$ cat src/sv/message_stream_deframer_unit_macros.svh
// Assertion helpers for the message stream deframer
`ifndef MESSAGE_STREAM_DEFRAMER_UNIT_MACROS_SVH
`define MESSAGE_STREAM_DEFRAMER_UNIT_MACROS_SVH

`ifndef SYNTHESIS
`define MSDU_ASSERT_IMPL(label, clk, rst, ante, cons) \
  label: assert property (@(posedge clk) disable iff (rst) (ante) |-> (cons)) \
    else $error("%m: same-cycle check failed");
`define MSDU_ASSERT_NEXT(label, clk, rst, ante, cons) \
  label: assert property (@(posedge clk) disable iff (rst) (ante) |=> (cons)) \
    else $error("%m: next-cycle check failed");
`else
`define MSDU_ASSERT_IMPL(label, clk, rst, ante, cons)
`define MSDU_ASSERT_NEXT(label, clk, rst, ante, cons)
`endif

`endif

$ cat src/sv/msd_pkg.sv
package msd_pkg;

  localparam int COUNT_BITS_DEFAULT = 25;

  localparam int CFG_IDX_W  = 2;
  localparam int CFG_DATA_W = 32;

  localparam logic [CFG_IDX_W-1:0] CFG_MAGIC_WORD   = 2'd0;
  localparam logic [CFG_IDX_W-1:0] CFG_TYPE_LOWEST  = 2'd1;
  localparam logic [CFG_IDX_W-1:0] CFG_TYPE_HIGHEST = 2'd2;
  localparam logic [CFG_IDX_W-1:0] CFG_MAX_PAYLOAD  = 2'd3;

  localparam logic [31:0] MAGIC_WORD_RESET   = 32'h3154_5749;
  localparam logic [7:0]  TYPE_LOWEST_RESET  = 8'd0;
  localparam logic [7:0]  TYPE_HIGHEST_RESET = 8'd3;
  localparam logic [24:0] MAX_PAYLOAD_RESET  = 25'h100_0000;

  localparam logic [1:0] KIND_PAYLOAD = 2'd0;
  localparam logic [1:0] KIND_EMPTY   = 2'd1;
  localparam logic [1:0] KIND_ERROR   = 2'd2;

  // index of the last header byte
  localparam logic [3:0] HEADER_LAST = 4'd11;

  typedef struct packed {
    logic [31:0] magic_word;
    logic [7:0]  type_lowest;
    logic [7:0]  type_highest;
    logic [24:0] max_payload;
  } cfg_t;

  typedef struct packed {
    logic [1:0] kind;
    logic [7:0] data;
    logic [7:0] mtype;
    logic       first;
    logic       last;
  } result_t;

endpackage

$ cat src/sv/msd_cfg_regs.sv
module msd_cfg_regs (
  input  logic                             clk,
  input  logic                             rst,
  input  logic                             cfg_we,
  input  logic [msd_pkg::CFG_IDX_W-1:0]    cfg_index,
  input  logic [msd_pkg::CFG_DATA_W-1:0]   cfg_data,
  output msd_pkg::cfg_t                    cfg
);

  always_ff @(posedge clk) begin
    if (rst) begin
      cfg.magic_word   <= msd_pkg::MAGIC_WORD_RESET;
      cfg.type_lowest  <= msd_pkg::TYPE_LOWEST_RESET;
      cfg.type_highest <= msd_pkg::TYPE_HIGHEST_RESET;
      cfg.max_payload  <= msd_pkg::MAX_PAYLOAD_RESET;
    end else if (cfg_we) begin
      case (cfg_index)
        msd_pkg::CFG_MAGIC_WORD:   cfg.magic_word   <= cfg_data;
        msd_pkg::CFG_TYPE_LOWEST:  cfg.type_lowest  <= cfg_data[7:0];
        msd_pkg::CFG_TYPE_HIGHEST: cfg.type_highest <= cfg_data[7:0];
        msd_pkg::CFG_MAX_PAYLOAD:  cfg.max_payload  <= cfg_data[24:0];
        default: ;
      endcase
    end
  end

endmodule

$ cat src/sv/msd_deframe.sv
module msd_deframe #(
  parameter int COUNT_BITS = msd_pkg::COUNT_BITS_DEFAULT
) (
  input  logic             clk,
  input  logic             rst,
  input  logic             in_valid,
  output logic             in_ready,
  input  logic [7:0]       byte_in,
  input  msd_pkg::cfg_t    cfg,
  input  logic             res_ready,
  output logic             res_valid,
  output msd_pkg::result_t res
);

  localparam logic [1:0] PH_HEADER  = 2'd0;
  localparam logic [1:0] PH_PAYLOAD = 2'd1;
  localparam logic [1:0] PH_ERROR   = 2'd2;

  logic                  s1_valid;
  logic [7:0]            s1_byte;
  logic [1:0]            phase, phase_next;
  logic [3:0]            header_count, header_count_next;
  logic [31:0]           magic_shift, magic_shift_next;
  logic [31:0]           type_shift, type_shift_next;
  logic [31:0]           length_shift, length_shift_next;
  logic [COUNT_BITS-1:0] payload_remaining, payload_remaining_next;
  logic                  at_first_byte, at_first_byte_next;

  logic        proc;
  logic        last_byte;
  logic        header_ok;
  logic [31:0] len_upd;

  assign proc     = s1_valid && res_ready;
  assign in_ready = !s1_valid || res_ready;
  assign len_upd  = {s1_byte, length_shift[31:8]};

  assign last_byte = payload_remaining <= COUNT_BITS'(1);

  assign header_ok = (magic_shift == cfg.magic_word)
                  && (type_shift >= {24'd0, cfg.type_lowest})
                  && (type_shift <= {24'd0, cfg.type_highest})
                  && (len_upd <= {7'd0, cfg.max_payload})
                  && ((len_upd >> COUNT_BITS) == 32'd0);

  always_ff @(posedge clk) begin
    if (rst) begin
      s1_valid <= 1'b0;
    end else if (in_ready) begin
      s1_valid <= in_valid;
    end
    if (in_valid && in_ready) begin
      s1_byte <= byte_in;
    end
  end

  always_ff @(posedge clk) begin
    if (rst) begin
      phase             <= PH_HEADER;
      header_count      <= 4'd0;
      magic_shift       <= 32'd0;
      type_shift        <= 32'd0;
      length_shift      <= 32'd0;
      payload_remaining <= '0;
      at_first_byte     <= 1'b0;
    end else begin
      phase             <= phase_next;
      header_count      <= header_count_next;
      magic_shift       <= magic_shift_next;
      type_shift        <= type_shift_next;
      length_shift      <= length_shift_next;
      payload_remaining <= payload_remaining_next;
      at_first_byte     <= at_first_byte_next;
    end
  end

  always_comb begin
    phase_next             = phase;
    header_count_next      = header_count;
    magic_shift_next       = magic_shift;
    type_shift_next        = type_shift;
    length_shift_next      = length_shift;
    payload_remaining_next = payload_remaining;
    at_first_byte_next     = at_first_byte;
    res_valid              = 1'b0;
    res                    = '0;
    if (proc) begin
      case (phase)
        PH_PAYLOAD: begin
          res_valid          = 1'b1;
          res.kind           = msd_pkg::KIND_PAYLOAD;
          res.data           = s1_byte;
          res.mtype          = type_shift[7:0];
          res.first          = at_first_byte;
          res.last           = last_byte;
          at_first_byte_next = 1'b0;
          if (last_byte) begin
            payload_remaining_next = '0;
            phase_next             = PH_HEADER;
            header_count_next      = 4'd0;
          end else begin
            payload_remaining_next = payload_remaining - COUNT_BITS'(1);
          end
        end
        PH_HEADER: begin
          if (header_count < 4'd4) begin
            magic_shift_next = {s1_byte, magic_shift[31:8]};
          end else if (header_count < 4'd8) begin
            type_shift_next = {s1_byte, type_shift[31:8]};
          end else begin
            length_shift_next = len_upd;
          end
          if (header_count == msd_pkg::HEADER_LAST) begin
            header_count_next = 4'd0;
            if (!header_ok) begin
              phase_next = PH_ERROR;
              res_valid  = 1'b1;
              res.kind   = msd_pkg::KIND_ERROR;
            end else if (len_upd == 32'd0) begin
              res_valid = 1'b1;
              res.kind  = msd_pkg::KIND_EMPTY;
              res.mtype = type_shift[7:0];
              res.last  = 1'b1;
            end else begin
              payload_remaining_next = len_upd[COUNT_BITS-1:0];
              at_first_byte_next     = 1'b1;
              phase_next             = PH_PAYLOAD;
            end
          end else begin
            header_count_next = header_count + 4'd1;
          end
        end
        default: ;
      endcase
    end
  end

endmodule

$ cat src/sv/msd_out_reg.sv
module msd_out_reg (
  input  logic             clk,
  input  logic             rst,
  input  logic             res_valid,
  input  msd_pkg::result_t res,
  output logic             res_ready,
  output logic             out_valid,
  input  logic             out_ready,
  output msd_pkg::result_t out_res
);

  assign res_ready = !out_valid || out_ready;

  always_ff @(posedge clk) begin
    if (rst) begin
      out_valid <= 1'b0;
    end else if (res_valid) begin
      out_valid <= 1'b1;
    end else if (out_ready) begin
      out_valid <= 1'b0;
    end
    if (res_valid) begin
      out_res <= res;
    end
  end

endmodule

$ cat src/sv/message_stream_deframer_unit.sv
// Message stream deframer: takes one raw byte per clock on the input channel
// (while the output is not held off) and strips 12-byte little-endian headers
// (magic, type, length). Payload bytes come out as they arrive, marked
// first/last and tagged with the message type; a zero-length message gives one
// empty-message result and a bad header gives one error result, after which
// all bytes are dropped until reset. Sustained rate is one byte per clock
// while the output is not held off. A transferred byte is decoded while it
// sits in the input register, and any result it causes is loaded into the
// result register; that result is offered on the output in the next cycle.
// The header check runs while the last header byte sits in the input register.
// While the output is held off the block keeps one byte and one result, then
// stalls its input. No start-up delay after reset. Registers may be written
// only while the block is idle.
`include "message_stream_deframer_unit_macros.svh"

module message_stream_deframer_unit #(
  parameter int COUNT_BITS = msd_pkg::COUNT_BITS_DEFAULT
) (
  input  logic                           clk,
  input  logic                           rst,
  input  logic                           in_valid,
  output logic                           in_ready,
  input  logic [7:0]                     byte_in,
  output logic                           out_valid,
  input  logic                           out_ready,
  output logic [1:0]                     result_kind,
  output logic [7:0]                     data_byte,
  output logic [7:0]                     msg_type,
  output logic                           first_of_message,
  output logic                           last_of_message,
  input  logic                           cfg_we,
  input  logic [msd_pkg::CFG_IDX_W-1:0]  cfg_index,
  input  logic [msd_pkg::CFG_DATA_W-1:0] cfg_data
);

  msd_pkg::cfg_t    cfg;
  msd_pkg::result_t res;
  msd_pkg::result_t out_res;
  logic             res_valid;
  logic             res_ready;

  msd_cfg_regs u_cfg (
    .clk       (clk),
    .rst       (rst),
    .cfg_we    (cfg_we),
    .cfg_index (cfg_index),
    .cfg_data  (cfg_data),
    .cfg       (cfg)
  );

  msd_deframe #(
    .COUNT_BITS (COUNT_BITS)
  ) u_deframe (
    .clk       (clk),
    .rst       (rst),
    .in_valid  (in_valid),
    .in_ready  (in_ready),
    .byte_in   (byte_in),
    .cfg       (cfg),
    .res_ready (res_ready),
    .res_valid (res_valid),
    .res       (res)
  );

  msd_out_reg u_out (
    .clk       (clk),
    .rst       (rst),
    .res_valid (res_valid),
    .res       (res),
    .res_ready (res_ready),
    .out_valid (out_valid),
    .out_ready (out_ready),
    .out_res   (out_res)
  );

  assign result_kind      = out_res.kind;
  assign data_byte        = out_res.data;
  assign msg_type         = out_res.mtype;
  assign first_of_message = out_res.first;
  assign last_of_message  = out_res.last;

  `MSDU_ASSERT_IMPL(a_error_clean, clk, rst,
    out_valid && result_kind == msd_pkg::KIND_ERROR,
    data_byte == 8'd0 && msg_type == 8'd0 && !first_of_message && !last_of_message)
  `MSDU_ASSERT_IMPL(a_empty_marks, clk, rst,
    out_valid && result_kind == msd_pkg::KIND_EMPTY,
    data_byte == 8'd0 && !first_of_message && last_of_message)
  `MSDU_ASSERT_NEXT(a_error_sticky, clk, rst,
    out_valid && out_ready && result_kind == msd_pkg::KIND_ERROR, !out_valid)
  `MSDU_ASSERT_IMPL(a_result_needs_room, clk, rst, res_valid, res_ready)

endmodule
$ cat config.mk
export PLATFORM = sky130hd
export DESIGN_NAME = message_stream_deframer_unit
export DESIGN_NICKNAME = d
export VERILOG_FILES = /design/src/sv/msd_pkg.sv /design/src/sv/msd_cfg_regs.sv /design/src/sv/msd_deframe.sv /design/src/sv/msd_out_reg.sv /design/src/sv/message_stream_deframer_unit.sv
export VERILOG_INCLUDE_DIRS = /design/src /design/src/sv
export SDC_FILE = /design/constraint.sdc
export NUM_CORES = 1
export LEC_CHECK = 0
export BUFFER_PORTS_ARGS = -buffer_cell sky130_fd_sc_hd__buf_2
export CAP_MARGIN = 20
export CORE_ASPECT_RATIO = 1.4
export CORE_MARGIN = 4
export CORE_UTILIZATION = 59
export CTS_CLUSTER_SIZE = 40
export DETAILED_ROUTE_END_ITERATION = 12
export PLACE_DENSITY = 0.88
export SYNTH_ARGS = -nofsm -noshare
export SYNTH_HDL_FRONTEND = slang
export SYNTH_SLANG_ARGS = --single-unit
$ cat constraint.sdc
create_clock -name clk -period 5.1 [get_ports clk]
set_input_delay 0.765 -clock clk [delete_from_list [all_inputs] [get_ports clk]]
set_output_delay 0.765 -clock clk [all_outputs]
set_load 0.02 [all_outputs]
Word level (Yosys, flattened, before mapping)
Index checks and enable logic that the tools add are counted.
{ "op_classes": {"addsub": 2, "order_cmp": 6, "n_eq_ne": 11, "mux": 33, "bitwise_logic": 2, "n_reduce_logical": 29} }
{ "op_table": {"columns": ["operator", "count"], "rows": [
  ["$mux W25", 4],
  ["$logic_not A32 Y1", 2],
  ["$pmux W25 S2", 1],
  ["$eq A32 B32 Y1", 1],
  ["$ge A32 B8 Y1", 1],
  ["$le A32 B25 Y1", 1],
  ["$le A32 B8 Y1", 1],
  ["$le A25 B1 Y1 const B", 1],
  ["$sub A25 B1 Y25 const B", 1],
  ["$mux W8", 3],
  ["$pmux W8 S2", 1],
  ["$mux W1", 12],
  ["$reduce_and A4 Y1", 3],
  ["$mux W2", 5],
  ["$reduce_and A2 Y1", 5],
  ["$reduce_and A5 Y1", 2],
  ["$reduce_and A3 Y1", 3],
  ["$mux W4", 2],
  ["$pmux W4 S2", 1],
  ["$logic_and A1 B1 Y1", 6],
  ["$ne A2 B1 Y1 const B", 3],
  ["$pmux W1 S2", 3],
  ["$add A4 B1 Y4 const B", 1],
  ["$eq A2 B1 Y1 const B", 2],
  ["12 further kinds", 18]
]} }
{ "word_totals": {"reg_bits": 231, "inputBits": 47, "wordCells": 103} }

Logic depth before layout (Yosys ltp)
Gate-level depths: netlist of the first run.
{ "depth": {"depth_word": 10, "depth_mapped": 11, "depth_no_buf": 10} }

By module
Synthesis of the first run repeated with hierarchy kept, for this count alone.
{ "unflattened": {"hier_cells": 1217, "area_unflattened_um2": 10774.1} }
{ "modules_own_cells": {"columns": ["mod", "instances", "cells_per_inst", "area_each_um2", "seq_area_each_um2"], "rows": [
  ["msd_deframe", 1, 903, 7080.5, 2662.6],
  ["msd_cfg_regs", 1, 290, 3046.7, 1461.4],
  ["msd_out_reg", 1, 24, 646.9, 620.6]
]} }

Worst setup path before layout of the first run
OpenSTA, ideal clock, no wires.
{ "synth_timing": {"path_type": "register to register", "from": "reg u_deframe.s1_byte[0]", "to": "reg u_out.out_res[0] (netlist name)", "setup_ns": 0.394, "arrival_time_ns": 2.740, "slack_ns": 1.966, "stages_incl_launch_ff": 10, "period_less_slack_ns": 3.134, "cell_sequence": "edfxtp_1 ha_1 and3_1 a22o_1 a2111oi_4 o2111ai_2 a211oi_4 and2_1 a211o_1 nand2_1"} }
{ "synth_via": {"elab_chain_len": 7} }
{ "synth_rtl": {"columns": ["element", "line", "text"], "rows": [
  ["start: declaration", "msd_deframe.sv:20", "logic [7:0] s1_byte;"],
  ["start signal: assignment", "msd_deframe.sv:53", "s1_byte <= byte_in;"],
  ["$le A32 B25 Y1", "msd_deframe.sv:43", "&& (len_upd <= {7'd0, cfg.max_payload})"],
  ["$logic_and A1 B1 Y1", "msd_deframe.sv:43", null],
  ["$logic_and A1 B1 Y1", "msd_deframe.sv:44", "&& ((len_upd >> COUNT_BITS) == 32'd0);"],
  ["$mux W1 *", "msd_deframe.sv:115", "if (!header_ok) begin"],
  ["$mux W1 *", "msd_deframe.sv:113", "if (header_count == msd_pkg::HEADER_LAST) begin"],
  ["$pmux W1 S2 *", "msd_deframe.sv:88", "case (phase)"],
  ["$mux W1 *", "msd_deframe.sv:87", "if (proc) begin"],
  ["via res_valid", "message_stream_deframer_unit.sv:39", "logic res_valid;"]
]} }
The timed path passes the listed nets; every way through them passes the cells marked *.
A chain may end at the register's enable or synchronous reset.

Final worst setup path of the first run
{ "layout_timing": {"from": "reg u_deframe.s1_byte[0]", "to": "reg u_out.out_res[15] (netlist name)"} }
{ "layout_via": {"elab_chain_len": 7} }
{ "layout_rtl": {"columns": ["element", "line"], "rows": [
  ["$le A32 B25 Y1", "msd_deframe.sv:43"],
  ["$logic_and A1 B1 Y1", "msd_deframe.sv:43"],
  ["$logic_and A1 B1 Y1", "msd_deframe.sv:44"],
  ["$mux W1 *", "msd_deframe.sv:115"],
  ["$mux W1 *", "msd_deframe.sv:113"],
  ["$pmux W1 S2 *", "msd_deframe.sv:88"],
  ["$mux W1 *", "msd_deframe.sv:87"],
  ["via res_valid", "message_stream_deframer_unit.sv:39"]
]} }
Marks and branches as above.

==> flow_summary.ini, run 1 <==
[cells_and_area]
final_cell_area_mm2 = 0.01161
seq_area_mm2 = 0.004745
multi_input_area_mm2 = 0.005180
num_antenna_cells = 0
fin_util = 0.6701
syn_to_final_growth_pct = 11.90
layout_common_cells = nand2_1, dfxtp_1, a21oi_1
fin_cells = 1538
fill_cells = 1361
nets = 1378
final_common_cell = nand2_1
drive_above_1_share = 0.1006

[logic_synthesis]
synth-edff-count = 28
syn_area_mm2 = 0.01038
ys_warn_count = 0
synth_cell_types = 60
ys_seq_area_frac = 0.4572
syn_avg_cell_area_um2 = 8.236
ys.flop_type = dfxtp_1
synth_nets = 1351
synthCells = 1260
ys_seq_elements = 223
async_reset_ff_frac = 0

[timing]
drv_slew = 0
setup_viol_count_final = 0
layout_worst_path_cycle_share = 0.7156
slew_headroom = 0.2011
fmax_mhz = 274.0
finalCriticalPeriod_ns = 3.650
grt_setup_unrepaired = false
setup_tns_ns = 0
final_hold_viol_count = 0
worstMarginPinSlew_ns = 1.194
skew_ns = 0.02129

[global_route]
antenna_found_initial = 0
grt_overflow = 0
grt_pass1_vias = 8930
grt_max_degree = 146
grt_pass1_wl_mm = 44.50
grt_util_all_layers = 0.2783

[outcome]
status = finished clean

[clock_tree]
cts_root_buf = clkbuf_16
worstSkewPairLatency_ns = 0.51
cts_tree = yes
cts_buffers = 22
clk_pin_slew_worst_paths_ns = 0.06
cts_hold_buf = 0
cts-htree-levels = 1
post_cts_buffers = 0
cts_buffer_depth = 3
cts_resized = 0
clock-sinks = 223

[worst_hold_path]
hp-class = in2reg
holdPathStages = 1
hold_end = u_deframe.s1_byte[7]$_DFFE_PP_
min_from = byte_in[7]

[place]
dpl_cell_area_mm2 = 0.01080
dpl.hpwl_mm = 19.12
place_congestion = 0.9732
dp_cells = 1498
port-buffer-count = 68

[route]
ant_nets = 0
routed_wirelength_mm = 28.04
wl_per_cell_um = 18.23
vias_per_cell = 6.014
drt_iter0_drc = 794
num_vias = 9250
drc = 0
drt_first_pass_iters = 6

[pwr]
p_per_area_mw_per_mm2 = 326.4
p_leak_nw = 4.478
irDropWorstVdd_mv = 0.2999
p_total_mw = 3.791

[floorplan]
fp.dieW_um = 120.1
die_y_um = 164.9
io_pins = 69
die_area_mm2 = 0.01980
core-area_mm2 = 0.01733
rows = 57
start_util = 0.5988

[worst_setup_path]
endpoint_kind = flop
crit_arrival_ns = 3.70
r2r-end = u_out.out_res[15]$_SDFFCE_PN0P_
worstReg2RegStart = u_deframe.s1_byte[0]$_DFFE_PP_
reg2reg_slack_ns = 1.45
worstSetupPathType = reg2reg
crit_fanout = 20
startpoint_type = flop
cp.required_ns = 5.15
r2r.worst_path.cells = 9

[flow_run]
max_cap_viol_count = 0
==> logic make-up (layout without fill, tap and decap cells) <==
group | after synthesis | after routing | share of synthesized area
fa+ha+maj | 44 | 44 | 0.05305
flops | 223 | 223 | 0.4572
mux | 17 | 17 | 0.01640
simple gates | 559 | 559 | 0.2421
buf+inv | 121 | 163 | 0.04497
compound gates | 250 | 250 | 0.1475
xor+xnor | 46 | 46 | 0.03882
==> worst max path at each step <==
stage	startpoint	depth (start not counted)	end	slack, ns
detailed placement	u_deframe.s1_byte[0]$_DFFE_PP_	9	u_out.out_res[7]$_SDFFCE_PN0P_	1.49
CTS	u_deframe.s1_byte[0]$_DFFE_PP_	9	u_out.out_res[15]$_SDFFCE_PN0P_	1.48
finish	u_deframe.s1_byte[0]$_DFFE_PP_	9	u_out.out_res[15]$_SDFFCE_PN0P_	1.45
global route	u_deframe.s1_byte[0]$_DFFE_PP_	9	u_out.out_res[13]$_SDFFCE_PN0P_	1.24
floorplan	u_deframe.s1_byte[0]$_DFFE_PP_	9	u_out.out_res[0]$_SDFFCE_PN0P_	1.97
global placement	u_deframe.s1_byte[0]$_DFFE_PP_	9	u_out.out_res[8]$_SDFFCE_PN0P_	1.66
==> routing by layer <==
layer  up-vias  global-route usage  wire [um]  part of all wire
met5         -                   0          0                 0
met4         0              0.1668       1821             0.065
met3       128             0.03768       1610             0.057
met2       393              0.4909      14170              0.51
met1      4373              0.3202      10440              0.37
li1       4356                   -          -                 -
==> state kept, by name, summed over array words and instances (netlist names) <==
name                         count
u_cfg.cfg                       73
u_deframe.at_first_byte          1
u_deframe.header_count           4
u_deframe.length_shift          24
u_deframe.magic_shift           32
u_deframe.payload_remaining     25
u_deframe.phase                  2
u_deframe.s1_byte                8
u_deframe.s1_valid               1
u_deframe.type_shift            32
u_out.out_res                   20
u_out.out_valid                  1
==> critical path: stages (launching register included) <==
cell       delay, ns
edfxtp_1        0.51
ha_1            0.35
and3_1          0.20
a22o_1          0.24
a2111oi_4       0.36
o2111ai_2       0.22
a211oi_4        0.40
and2_1          0.26
a211o_1         0.17
nand2_1         0.48
==> cells in the mapped netlist, types with 7 or more instances <==
master | instances | area (um^2)
nand2b_1 | 12 | 75.07
edfxtp_1 | 28 | 840.8
xor2_1 | 7 | 61.31
and3_1 | 13 | 81.33
o21ai_1 | 9 | 45.04
o21ai_0 | 15 | 75.07
nand4_1 | 15 | 93.84
a211oi_1 | 12 | 90.09
nand3_1 | 9 | 45.04
and2_1 | 16 | 100.1
nor4_1 | 27 | 168.9
nor3_1 | 27 | 135.1
xnor2_1 | 39 | 341.6
mux2i_1 | 17 | 170.2
clkbuf_1 | 66 | 247.7
dfxtp_1 | 195 | 3904
nor2_1 | 60 | 225.2
inv_1 | 48 | 180.2
nand3b_1 | 23 | 172.7
nand2_1 | 339 | 1272
a21oi_1 | 164 | 820.8
ha_1 | 44 | 550.5
==> metrics by stage <==
step,hold WS [ns],worst slack (ns)
2_1_floorplan,0.4363,1.966
3_3_place_gp,0.4431,1.655
3_5_place_dp,0.4465,1.486
4_1_cts,0.4308,1.476
5_1_grt,0.4343,1.241
6_report,0.4431,1.450
==> cell type report <==
cell class,instances,area share
clock inverters,9,0.01142
clock buffers,30,0.05624
flip-flops and latches,223,0.4086
well taps,236,0.02543
multi-input cells,916,0.4461
inverters,48,0.01552
repair buffers,76,0.03674
==> power by group <==
part | leakage, nW | switching [mW] | total [mW] | internal, mW
clock network | 0.380 | 0.683 | 1.74 | 1.05
registers | 1.89 | 0.0326 | 1.84 | 1.81
logic | 2.21 | 0.137 | 0.215 | 0.0775
total | 4.48 | 0.853 | 3.79 | 2.94
No activity file was read; power rests on OpenSTA's default activity.
==> run 2, diff against run 1 <==
==> constraint.sdc (replaced) <==
create_clock -name clk -period 3.55 [get_ports clk]
set_input_delay 0.5325 -clock clk [delete_from_list [all_inputs] [get_ports clk]]
set_output_delay 0.5325 -clock clk [all_outputs]
set_load 0.02 [all_outputs]
==> run 2 against run 1 <==
  * Sequential share of layout area is 0.093 points higher
  * Clock-buffer cell count is 2 lower
  * Global-route usage is 0.37 points higher
  * Wire length is 0.83% higher
  * Register-to-register slack worse by 1.2 ns
  * Critical path depth is 1 higher
  * Combinational power is 45% higher
  * Critical path type unchanged
  * Critical endpoint is now u_out.out_res[10]$_SDFFCE_PN0P_
  * Largest power group unchanged
==> flow_summary.ini, run 2 (synthesis results as in run 1) <==
[pwr]
irDropWorstVdd_mv = 0.4099
clkPwrFrac = 0.436
comb_power_share = 0.060
p_leak_nw = 4.473
p_per_area_mw_per_mm2 = 452.4
switching_share = 0.2301
switchingPower_mw = 1.206
sequentialPowerShare = 0.504
p_int_mw = 4.036

[floorplan]
io_pins = 69
start_util = 0.5988
rows = 57
die_area_mm2 = 0.01980
die_y_um = 164.9
core-area_mm2 = 0.01733
fp.dieW_um = 120.1

[global_route]
grt_max_degree = 106
grt_util_all_layers = 0.2820
grt_pass1_wl_mm = 45.24
grt_pass1_vias = 9048
antenna_found_initial = 0
grt_overflow = 0

[flow_run]
max_cap_viol_count = 0

[timing]
worst_slack_ns = 0.2465
slew_headroom = 0.3117
setup_tns_ns = 0
setup_viol_count_final = 0
layout_worst_path_cycle_share = 0.9306
worstMarginPinSlew_ns = 1.032
drv_slew = 0
grt_setup_unrepaired = false
fmax_mhz = 302.7
final_hold_viol_count = 0
finalCriticalPeriod_ns = 3.303
skew_ns = 0.009894

[place]
dpl.hpwl_mm = 19.51
place_congestion = 0.9421
dp_cells = 1509
port-buffer-count = 68
pre_cts_slack_ns = 0.3213

[cells_and_area]
reg.largest.list = u_cfg.cfg x73, u_deframe.magic_shift x32, u_deframe.type_shift x32
syn_to_final_growth_pct = 11.65
regMostFlops = u_cfg.cfg
fill_cells = 1325
drive_above_1_share = 0.1046
layout_common_cells = nand2_1, dfxtp_1, a21oi_1
largest_reg_flops = 73
nets = 1387
fin_util = 0.6685
final_common_cell = nand2_1
fin_cells = 1546
num_antenna_cells = 0

[outcome]
status = finished clean

[worst_setup_path]
crit_family = compound AO/OA/AOI/OAI gates
endpoint_kind = flop
crit_chain = ha_1 -> a211o_1 -> a31oi_1 -> nor4_1 -> a2111oi_1 -> nor2_1 -> and2_1 -> a211o_1 -> nand2_1 -> buf_4
r2r.worst_path.cells = 10
cp.required_ns = 3.74
worstReg2RegStart = u_deframe.type_shift[2]$_SDFFE_PP0P_
crit_path_top_delay_cell = a2111oi_1
reg2reg_slack_ns = 0.25
r2r-end = u_out.out_res[10]$_SDFFCE_PN0P_
cp.depth = 10
worstSetupPathType = reg2reg
crit_arrival_ns = 3.49
path_buf_inv = 1
crit_path_max_incr_delay_ns = 0.70
endpoint = u_out.out_res[10]$_SDFFCE_PN0P_
cp-startpoint = u_deframe.type_shift[2]$_SDFFE_PP0P_
startpoint_type = flop
crit_fanout = 20
cp_common_cell = a211o_1

[clock_tree]
cts_tree = yes
worstSkewPairLatency_ns = 0.51
cts_resized = 0
clock-sinks = 223
cts_hold_buf = 0
cts_root_buf = clkbuf_16
cts-htree-levels = 1
clk_pin_slew_worst_paths_ns = 0.07
cts_buffer_depth = 3
cts_buffers = 21
post_cts_buffers = 0

[route]
drt_iter0_drc = 983
drc = 0
vias_per_cell = 6.006
wl_per_cell_um = 18.29
num_vias = 9285
routed_wirelength_mm = 28.27
drt_first_pass_iters = 6
ant_nets = 0

[worst_hold_path]
min_from = byte_in[2]
hp-class = in2reg
==> run 2: changes by cell type in the layout (fill, tap and decap cells not counted) <==
cell	previous run	this run
clkbuf_16	24	22
buf_4	7	17
clkbuf_1	3	4
clkinv_2	2	1
clkinv_1	0	1
bufinv_16	3	2
clkinv_4	2	0
inv_6	0	1
buf_6	1	2
clkinvlp_4	2	4
buf_16	1	0
clkbuf_8	3	2
==> run 2: worst min path at each step <==
stage	endpoint	slack [ns]	depth (start not counted)
floorplan	u_cfg.cfg[10]$_SDFFE_PP0P_	0.44	2
global placement	u_cfg.cfg[22]$_SDFFE_PP0P_	0.44	2
detailed placement	u_cfg.cfg[22]$_SDFFE_PP0P_	0.45	2
CTS	u_deframe.s1_byte[4]$_DFFE_PP_	0.22	1
global route	u_deframe.s1_byte[4]$_DFFE_PP_	0.22	1
finish	u_deframe.s1_byte[2]$_DFFE_PP_	0.22	1
==> run 2: final cells by class <==
type | instances | area [um^2] | area share
multi-input cells | 916 | 5180 | 0.4471
repair buffers | 86 | 485.5 | 0.04190
flip-flops and latches | 223 | 4745 | 0.4095
clock inverters | 9 | 107.6 | 0.009287
inverters | 48 | 180.2 | 0.01555
clock buffers | 28 | 593.1 | 0.05119
well taps | 236 | 295.3 | 0.02549
==> run 2: per-layer routing <==
metal / track usage / vias to the layer above / share of wire
met5: 0 / - / 0
met2: 0.5024 / 432 / 0.50
met3: 0.03220 / 123 / 0.068
met4: 0.1464 / 0 / 0.058
met1: 0.3334 / 4345 / 0.38
li1: - / 4385 / -
==> run 2: worst register-to-register path, delay by kind of cell, from the launching register on <==
family	cells	cell delay (ns)
AND/OR/NAND/NOR	4	0.53
flip-flops	1	0.42
AO/OA/AOI/OAI	4	1.49
adder cells (fa/ha/maj)	1	0.29
buffers and inverters	1	0.27
==> run 2: through the flow <==
step                      power [mW]  area [um^2]  hold WS, ns
after global placement         2.990        10870       0.4419
after global routing           5.388        11590       0.2204
after floorplan                2.886        10380       0.4363
final                          5.242        11590       0.2242
after detailed placement       3.000        10890       0.4470
after CTS                      5.245        11590       0.2229
==> run 2: power groups by stage <==
| stage | Clock, mW | Sequential (mW) | Combinational (mW) |
|---|---|---|---|
| 3_3_place_gp | 0 | 2.70 | 0.293 |
| 4_1_cts | 2.30 | 2.64 | 0.306 |
| 5_1_grt | 2.40 | 2.65 | 0.341 |
| 3_5_place_dp | 0 | 2.70 | 0.302 |
| 6_report | 2.29 | 2.64 | 0.312 |
| 2_1_floorplan | 0 | 2.68 | 0.207 |
